File: config.mk
export PLATFORM = sky130hd
export DESIGN_NAME = ffea_cell
export DESIGN_NICKNAME = d
export VERILOG_FILES = /design/src/hdl/ffea_pkg.sv /design/src/hdl/ffea_cell.sv
export SDC_FILE = /design/constraint.sdc
export NUM_CORES = 1
export LEC_CHECK = 0
export BUFFER_PORTS_ARGS = -buffer_cell sky130_fd_sc_hd__clkbuf_2
export CAP_MARGIN = 10
export CORE_AREA = 3 3 333 335
export CTS_BUF_LIST = sky130_fd_sc_hd__clkbuf_8
export DETAILED_ROUTE_END_ITERATION = 8
export DIE_AREA = 0 0 336 338
export PLACE_DENSITY_LB_ADDON = 0.25
export SLEW_MARGIN = 25
export SYNTH_ARGS = -nofsm -noshare
export SYNTH_HDL_FRONTEND = slang
export SYNTH_SLANG_ARGS = --single-unit
File: constraint.sdc
create_clock -name clk -period 10.86 [get_ports clk]
set_input_delay 0 -clock clk [delete_from_list [all_inputs] [get_ports clk]]
set_output_delay 0 -clock clk [all_outputs]
set_load 0.05 [all_outputs]
File: src/hdl/ffea_pkg.sv
// ffea_pkg: shared constants and types of the first-fit extent allocator
// no dependencies; used by ffea_cell and first_fit_extent_allocator_top
package ffea_pkg;

    localparam int TABLE_DEPTH_DEF = 64;
    localparam int ADDR_BITS_DEF   = 24;
    localparam int NAME_BYTES_DEF  = 20;

    localparam int LEN_W   = 25;
    localparam int CAP_W   = 25;
    localparam int STAT_W  = 3;
    localparam int IN_NAME_BYTES = 20;

    localparam logic [CAP_W-1:0] CAPACITY_RESET = 25'd9437184;

    localparam logic [1:0] REQ_ALLOC  = 2'd0;
    localparam logic [1:0] REQ_DELETE = 2'd1;
    localparam logic [1:0] REQ_LOOKUP = 2'd2;
    localparam logic [1:0] REQ_CLEAR  = 2'd3;

    localparam logic [STAT_W-1:0] ST_OK        = 3'd0;
    localparam logic [STAT_W-1:0] ST_NOT_FOUND = 3'd1;
    localparam logic [STAT_W-1:0] ST_DUPLICATE = 3'd2;
    localparam logic [STAT_W-1:0] ST_NO_SPACE  = 3'd3;
    localparam logic [STAT_W-1:0] ST_FULL      = 3'd4;

    localparam logic [1:0] REG_CAPACITY = 2'd0;

    typedef struct packed {
        logic rotate;
        logic insert;
        logic remove;
    } cell_ctrl_t;

endpackage

File: src/hdl/ffea_cell.sv
// ffea_cell: one table entry of the extent chain (start, length, name)
// depends on ffea_pkg; rotates, inserts and removes with its neighbors
module ffea_cell #(
    parameter int TABLE_DEPTH = ffea_pkg::TABLE_DEPTH_DEF,
    parameter int ADDR_BITS   = ffea_pkg::ADDR_BITS_DEF,
    parameter int NAME_BYTES  = ffea_pkg::NAME_BYTES_DEF,
    parameter int IDX         = 0
) (
    input  logic                                  clk,
    input  ffea_pkg::cell_ctrl_t                  ctrl,
    input  logic [$clog2(TABLE_DEPTH+1)-1:0]      ins_pos,
    input  logic [$clog2(TABLE_DEPTH)-1:0]        del_idx,
    input  logic [ADDR_BITS-1:0]                  new_start,
    input  logic [ffea_pkg::LEN_W-1:0]            new_len,
    input  logic [8*NAME_BYTES-1:0]               new_name,
    input  logic [ADDR_BITS-1:0]                  left_start,
    input  logic [ffea_pkg::LEN_W-1:0]            left_len,
    input  logic [8*NAME_BYTES-1:0]               left_name,
    input  logic [ADDR_BITS-1:0]                  right_start,
    input  logic [ffea_pkg::LEN_W-1:0]            right_len,
    input  logic [8*NAME_BYTES-1:0]               right_name,
    output logic [ADDR_BITS-1:0]                  start,
    output logic [ffea_pkg::LEN_W-1:0]            len,
    output logic [8*NAME_BYTES-1:0]               name
);

    localparam int IDX_W = $clog2(TABLE_DEPTH);
    localparam int CNT_W = $clog2(TABLE_DEPTH+1);
    localparam logic [IDX_W-1:0] MY_IDX = IDX_W'(IDX);
    localparam logic [CNT_W-1:0] MY_POS = CNT_W'(IDX);

    logic [ADDR_BITS-1:0]       start_reg, start_next;
    logic [ffea_pkg::LEN_W-1:0] len_reg, len_next;
    logic [8*NAME_BYTES-1:0]    name_reg, name_next;

    always_comb
    begin
        start_next = start_reg;
        len_next   = len_reg;
        name_next  = name_reg;
        if (ctrl.rotate || (ctrl.remove && MY_IDX >= del_idx))
        begin
            start_next = right_start;
            len_next   = right_len;
            name_next  = right_name;
        end
        else if (ctrl.insert && MY_POS > ins_pos)
        begin
            start_next = left_start;
            len_next   = left_len;
            name_next  = left_name;
        end
        else if (ctrl.insert && MY_POS == ins_pos)
        begin
            start_next = new_start;
            len_next   = new_len;
            name_next  = new_name;
        end
    end

    always_ff @(posedge clk)
    begin
        start_reg <= start_next;
        len_reg   <= len_next;
        name_reg  <= name_next;
    end

    assign start = start_reg;
    assign len   = len_reg;
    assign name  = name_reg;

endmodule

# Yosys cells after proc, flatten, opt, wreduce, memory -nomap -nowiden
# Index checks and enable logic that the tools add are counted.
# W data, S select, Z words.
dict set report totals {
  ff_bits 209
  latchBits 0
  ramBits 0
  rom_bits 0
  inputBits 644
  out_inout_bits 209
  elab_cells 20
  n_memories 0
}
dict set report op_classes {
  n_addsub 0
  mul 0
  div_mod_pow 0
  order_cmp 2
  n_eq_ne 0
  n_shift 0
  muxes 9
  bitwise 0
  n_reduce_logical 6
}
# cell count
set op_table {}
lappend op_table {{$mux W160} 3}
lappend op_table {{$mux W25} 3}
lappend op_table {{$mux W24} 3}
lappend op_table {{$gt A1 B7 Y1 const A} 1}
lappend op_table {{$logic_not A7 Y1} 1}
lappend op_table {{$ge A1 B6 Y1 const A} 1}
lappend op_table {{$logic_and A1 B1 Y1} 3}
lappend op_table {{$reduce_bool A3 Y1} 1}
lappend op_table {{$logic_or A1 B1 Y1} 1}

# Longest topological paths before layout
dict set report logic_depth {
  ltp_word 5
  depth_mapped 5
  mapped_depth_nobuf 3
}

# Worst setup path before layout
# Ideal clock, no wire load.
dict set report synth_path {
  path_kind {input -> register}
  start {input ctrl[0] (netlist bit)}
  end {register len_reg, in the netlist len[0], enable pin}
  setup_time_ps 1647
  t_arrival_ps 4114
  t_required_ps 9213
  setup_slack_ps 5099
  stages 5
  n_path_buf 2
  cell_sequence {nor4b_2 a21oi_1 buf_6 buf_6 nand2_1}
}
dict set report synth_via {
  elab_chain_len 3
}
# item line
set synth_lines {}
lappend synth_lines {{from (decl)} ffea_cell.sv:10} ;# input ffea_pkg::cell_ctrl_t ctrl,
lappend synth_lines {{$logic_and A1 B1 Y1} ffea_cell.sv:41} ;# if (ctrl.rotate || (ctrl.remove && MY_IDX >= del_idx))
lappend synth_lines {{$logic_or A1 B1 Y1} ffea_cell.sv:41}
lappend synth_lines {{$reduce_bool A3 Y1 (no source line)} --}
lappend synth_lines {{to (signal assigned)} ffea_cell.sv:64} ;# len_reg <= len_next;
lappend synth_lines {{to (decl)} ffea_cell.sv:33} ;# logic [ffea_pkg::LEN_W-1:0] len_reg, len_next;
# Every way passes these cells.
# A chain may end at the register's enable or synchronous reset.

# Worst setup path after layout
dict set report layout_path {
  start {input del_idx[3]}
  end {register len_reg, in the netlist len[5] (data pin)}
}
dict set report layout_via {
  elab_chain_len 4
}
# item line
set layout_lines {}
lappend layout_lines {{from (decl)} ffea_cell.sv:12} ;# input logic [$clog2(TABLE_DEPTH)-1:0] del_idx,
lappend layout_lines {{$ge A1 B6 Y1} ffea_cell.sv:41}
lappend layout_lines {{$logic_and A1 B1 Y1} ffea_cell.sv:41}
lappend layout_lines {{$logic_or A1 B1 Y1} ffea_cell.sv:41}
lappend layout_lines {{$mux W25} ffea_cell.sv:41}
lappend layout_lines {{named net len_next (one bit)} ffea_cell.sv:33}
# The timed path passes the listed nets, and every way through them passes these cells.

==> summary.txt <==
Critical path
  – CP Launch Type: input port
  – Worst Path Buf+Inv: 5
  – WP depth: 8
  – Kind of critical path: in -> reg
  – Worst-path cell chain: clkbuf_2 -> nor3_1 -> a21oi_4 -> buf_12 -> buf_4 -> buf_4 -> mux2_2 -> dlygate4sd3_1
  – Worst path max stage delay: approximately 0.74 ns
  – CP startpoint: del_idx[3]
  – CP arrival: 3.48 ns
  – Cell mode on critical path: buf_4
  – CP max FO: ~110
  – Critical Path End Type: flop
  – Req. time, crit path: 11.22 ns
  – End of the critical path: len[5]
  – Slowest stage cell, crit path: buf_4
  – Top Family by Delay on Critical Path: buffers and inverters

GRT
  – GRT Util Overall: 6.79%
  – Met3 Use GR: about 3.7%
  – Most Crowded Layer GR: met2
  – Initial antenna violation count: 15
  – Remaining Overflow, GRT: 0
  – Vias in the first global route: a little over 9000
  – Met1 Usage GRT: 6.70%
  – Grt met2 use: a little under an eighth
  – Largest net degree at the start of global routing: about 110
  – First-pass GRT wire length: roughly 56 mm

Die
  – Starting Density: between 8 and 9%
  – IO Pins: roughly 850
  – Core Region: 0.108 sq mm
  – Chip width: roughly 340 microns
  – Num rows: approximately 120
  – Height of the die: 338 microns
  – Die Area: 0.114 sq mm

Synthesis
  – Mapped Area: 0.00897 sq mm
  – Synth cell types: 12
  – Synth Register Bits: 209
  – Synth Net Count: ~1100
  – Syn Inst Count: between 400 and 500
  – Top cell type's share of synthesized area: about 70%
  – Sequential fraction of the synthesis area: a little over two thirds
  – Ys async rst share: 0%
  – Top FF cell, synth: edfxtp_1
  – Post-synth EDFFs: approximately 210
  – Count of warnings emitted by yosys: 0
  – Top cells by count, synth: edfxtp_1, mux2_2, buf_6
  – Synth area leaders: edfxtp_1, mux2_2, buf_6
  – Cell with the most instances after synthesis: edfxtp_1
  – Yosys top cell by area: edfxtp_1
  – Mean Syn Cell Area: 20.0 sq um

Clock network
  – CTS root buf: clkbuf_8
  – H-tree lvl count: 2
  – Sink Count: roughly 210
  – CTS buffer count: 43
  – CTS max path bufs: 3
  – Cts repair resizes: 0
  – TritonCTS clock tree: built
  – Clock transition at path regs: 0.06 ns

Status
  – Status: completed

Route
  – 1st-iter DRT viols: between 150 and 200
  – Routed len/inst: 13.7 microns
  – Final ANT Viol Nets: 0
  – Total iterations of the first detailed-routing run: 4
  – Vias: approximately 8500
  – DRT Wirelength: 41.0 mm
  – Drt drc: 0
  – DR vias/cell: ~2.8

STA
  – RSZ-0062 raised after global routing: false
  – Worst-Margin Slew: ~0.97 ns
  – Setup TNS: 0 ns
  – Fin. Hold Viols: 0
  – Final setup vio count: 0
  – Setup ws final: around 7.7 ns
  – Final min period: around 3.1 ns
  – WHS: around 0.19 ns
  – Max Freq: ~320 MHz
  – Final Slew Violations: 0
  – Slew HR: 35.5%
  – Final Cycle Share: 28.7%

Final layout
  – Multi-input gate area: between 0.002 and 0.0025 sq mm
  – Max FFs per register: 160
  – FF+latch area: about 0.0063 sq mm
  – Non-Filler Instances: around 3000
  – Area grow syn2layout: 109%
  – Layout cells sized above 1: 57.4%
  – Fill cells: about 12000
  – Post-layout nets: approximately 2200

Worst hold path
  – Min-Delay Path Class: in -> reg

Placed design
  – Post-DP HPWL: a little over 30 mm
  – Port bufs: ~640
  – Pre-CTS setup slack: roughly 7.4 ns
  – Placer congestion estimate: roughly 0.79
  – Inst Count DP: around 2500

Job
  – Max-cap violations: 0

Power
  – Worst VDD drop: ~0.074 mV
  – Leak: 7.78 nW
  – PwrDens: ~130 mW/mm^2
## cells in the final DEF, fill, tap and decap left out
master,n
nor4b_2,1
dlygate4sd3_1,418
edfxtp_1,209
nand2_4,1
clkbuf_2,643
clkinv_1,11
nor4_1,1
clkinvlp_4,1
buf_12,1
inv_8,1
nand2_1,1
nor3_1,1
buf_4,5
diode_2,5
mux2_4,10
nor4b_1,1
inv_1,12
clkbuf_8,45
a21oi_4,1
mux2_2,188
mux2_1,11
## power by group
part           internal (W)  switching [W]
Sequential         0.000983      0.0000240
Combinational      0.000284       0.000421
Clock              0.000377       0.000362
Total               0.00164       0.000807
## worst min-delay path: stages
cell and delay (ns):
clkbuf_2 0.10, a21oi_4 0.05, nand2_4 0.40
## final cells by class
type	count	area share, %
Antenna cell	5	0.0669
Clock buffer	45	3.31
Clock inverter	25	0.562
Multi-Input combinational cell	216	13.1
Sequential cell	209	33.6
Tap cell	1414	9.46
Timing Repair Buffer	1067	39.9
## timing repair
item,in CTS,in global routing
hold endpoints to repair,209,0
hold buffers,418,0
endpoints found under the setup margin,0,0
setup buffers,0,0
## layer usage
layer  vias to the layer above  part of all wire, %
met1                      3888                   35
met2                       527                   46
met4                        12                  5.3
met3                       100                   13
li1                       3965                    -
met5                         -                 0.16
## metrics by stage
step / power [W] / util (%) / area (sq um)
CTS: 0.00252 / 17.2 / 18700
global placement: 0.00159 / 12.7 / 13800
global route: 0.00259 / 17.2 / 18700
floorplan: 0.00140 / - / 8970
finish: 0.00245 / 17.3 / 18700
detailed placement: 0.00159 / 12.7 / 13800
## kinds of logic (layout without fill, tap and decap cells)
family / count (synthesis) / after routing / share of synthesized area [%]
AO/OA/AOI/OAI: 1 / 1 / 0.0558
multiplexers: 209 / 209 / 26.7
AND/OR/NAND/NOR: 6 / 6 / 0.474
flip-flops: 209 / 209 / 70.0
other: 0 / 5 / 0
buffers and inverters: 23 / 1137 / 2.82
## worst min-delay path by stage
| stage | startpoint | endpoint | slack, ns | cells after the start |
|---|---|---|---|---|
| 5_1_grt | new_start[21] | start[21] | 0.11 | 3 |
| 2_1_floorplan | right_name[16] | name[16] | 0.20 | 1 |
| 4_1_cts | new_name[22] | name[22] | 0.07 | 3 |
| 6_report | ctrl[2] | start[15] | 0.19 | 3 |
| 3_3_place_gp | right_start[22] | start[22] | 0.28 | 2 |
| 3_5_place_dp | right_start[17] | start[17] | 0.29 | 2 |
Power figures use the tool's default switching activity.
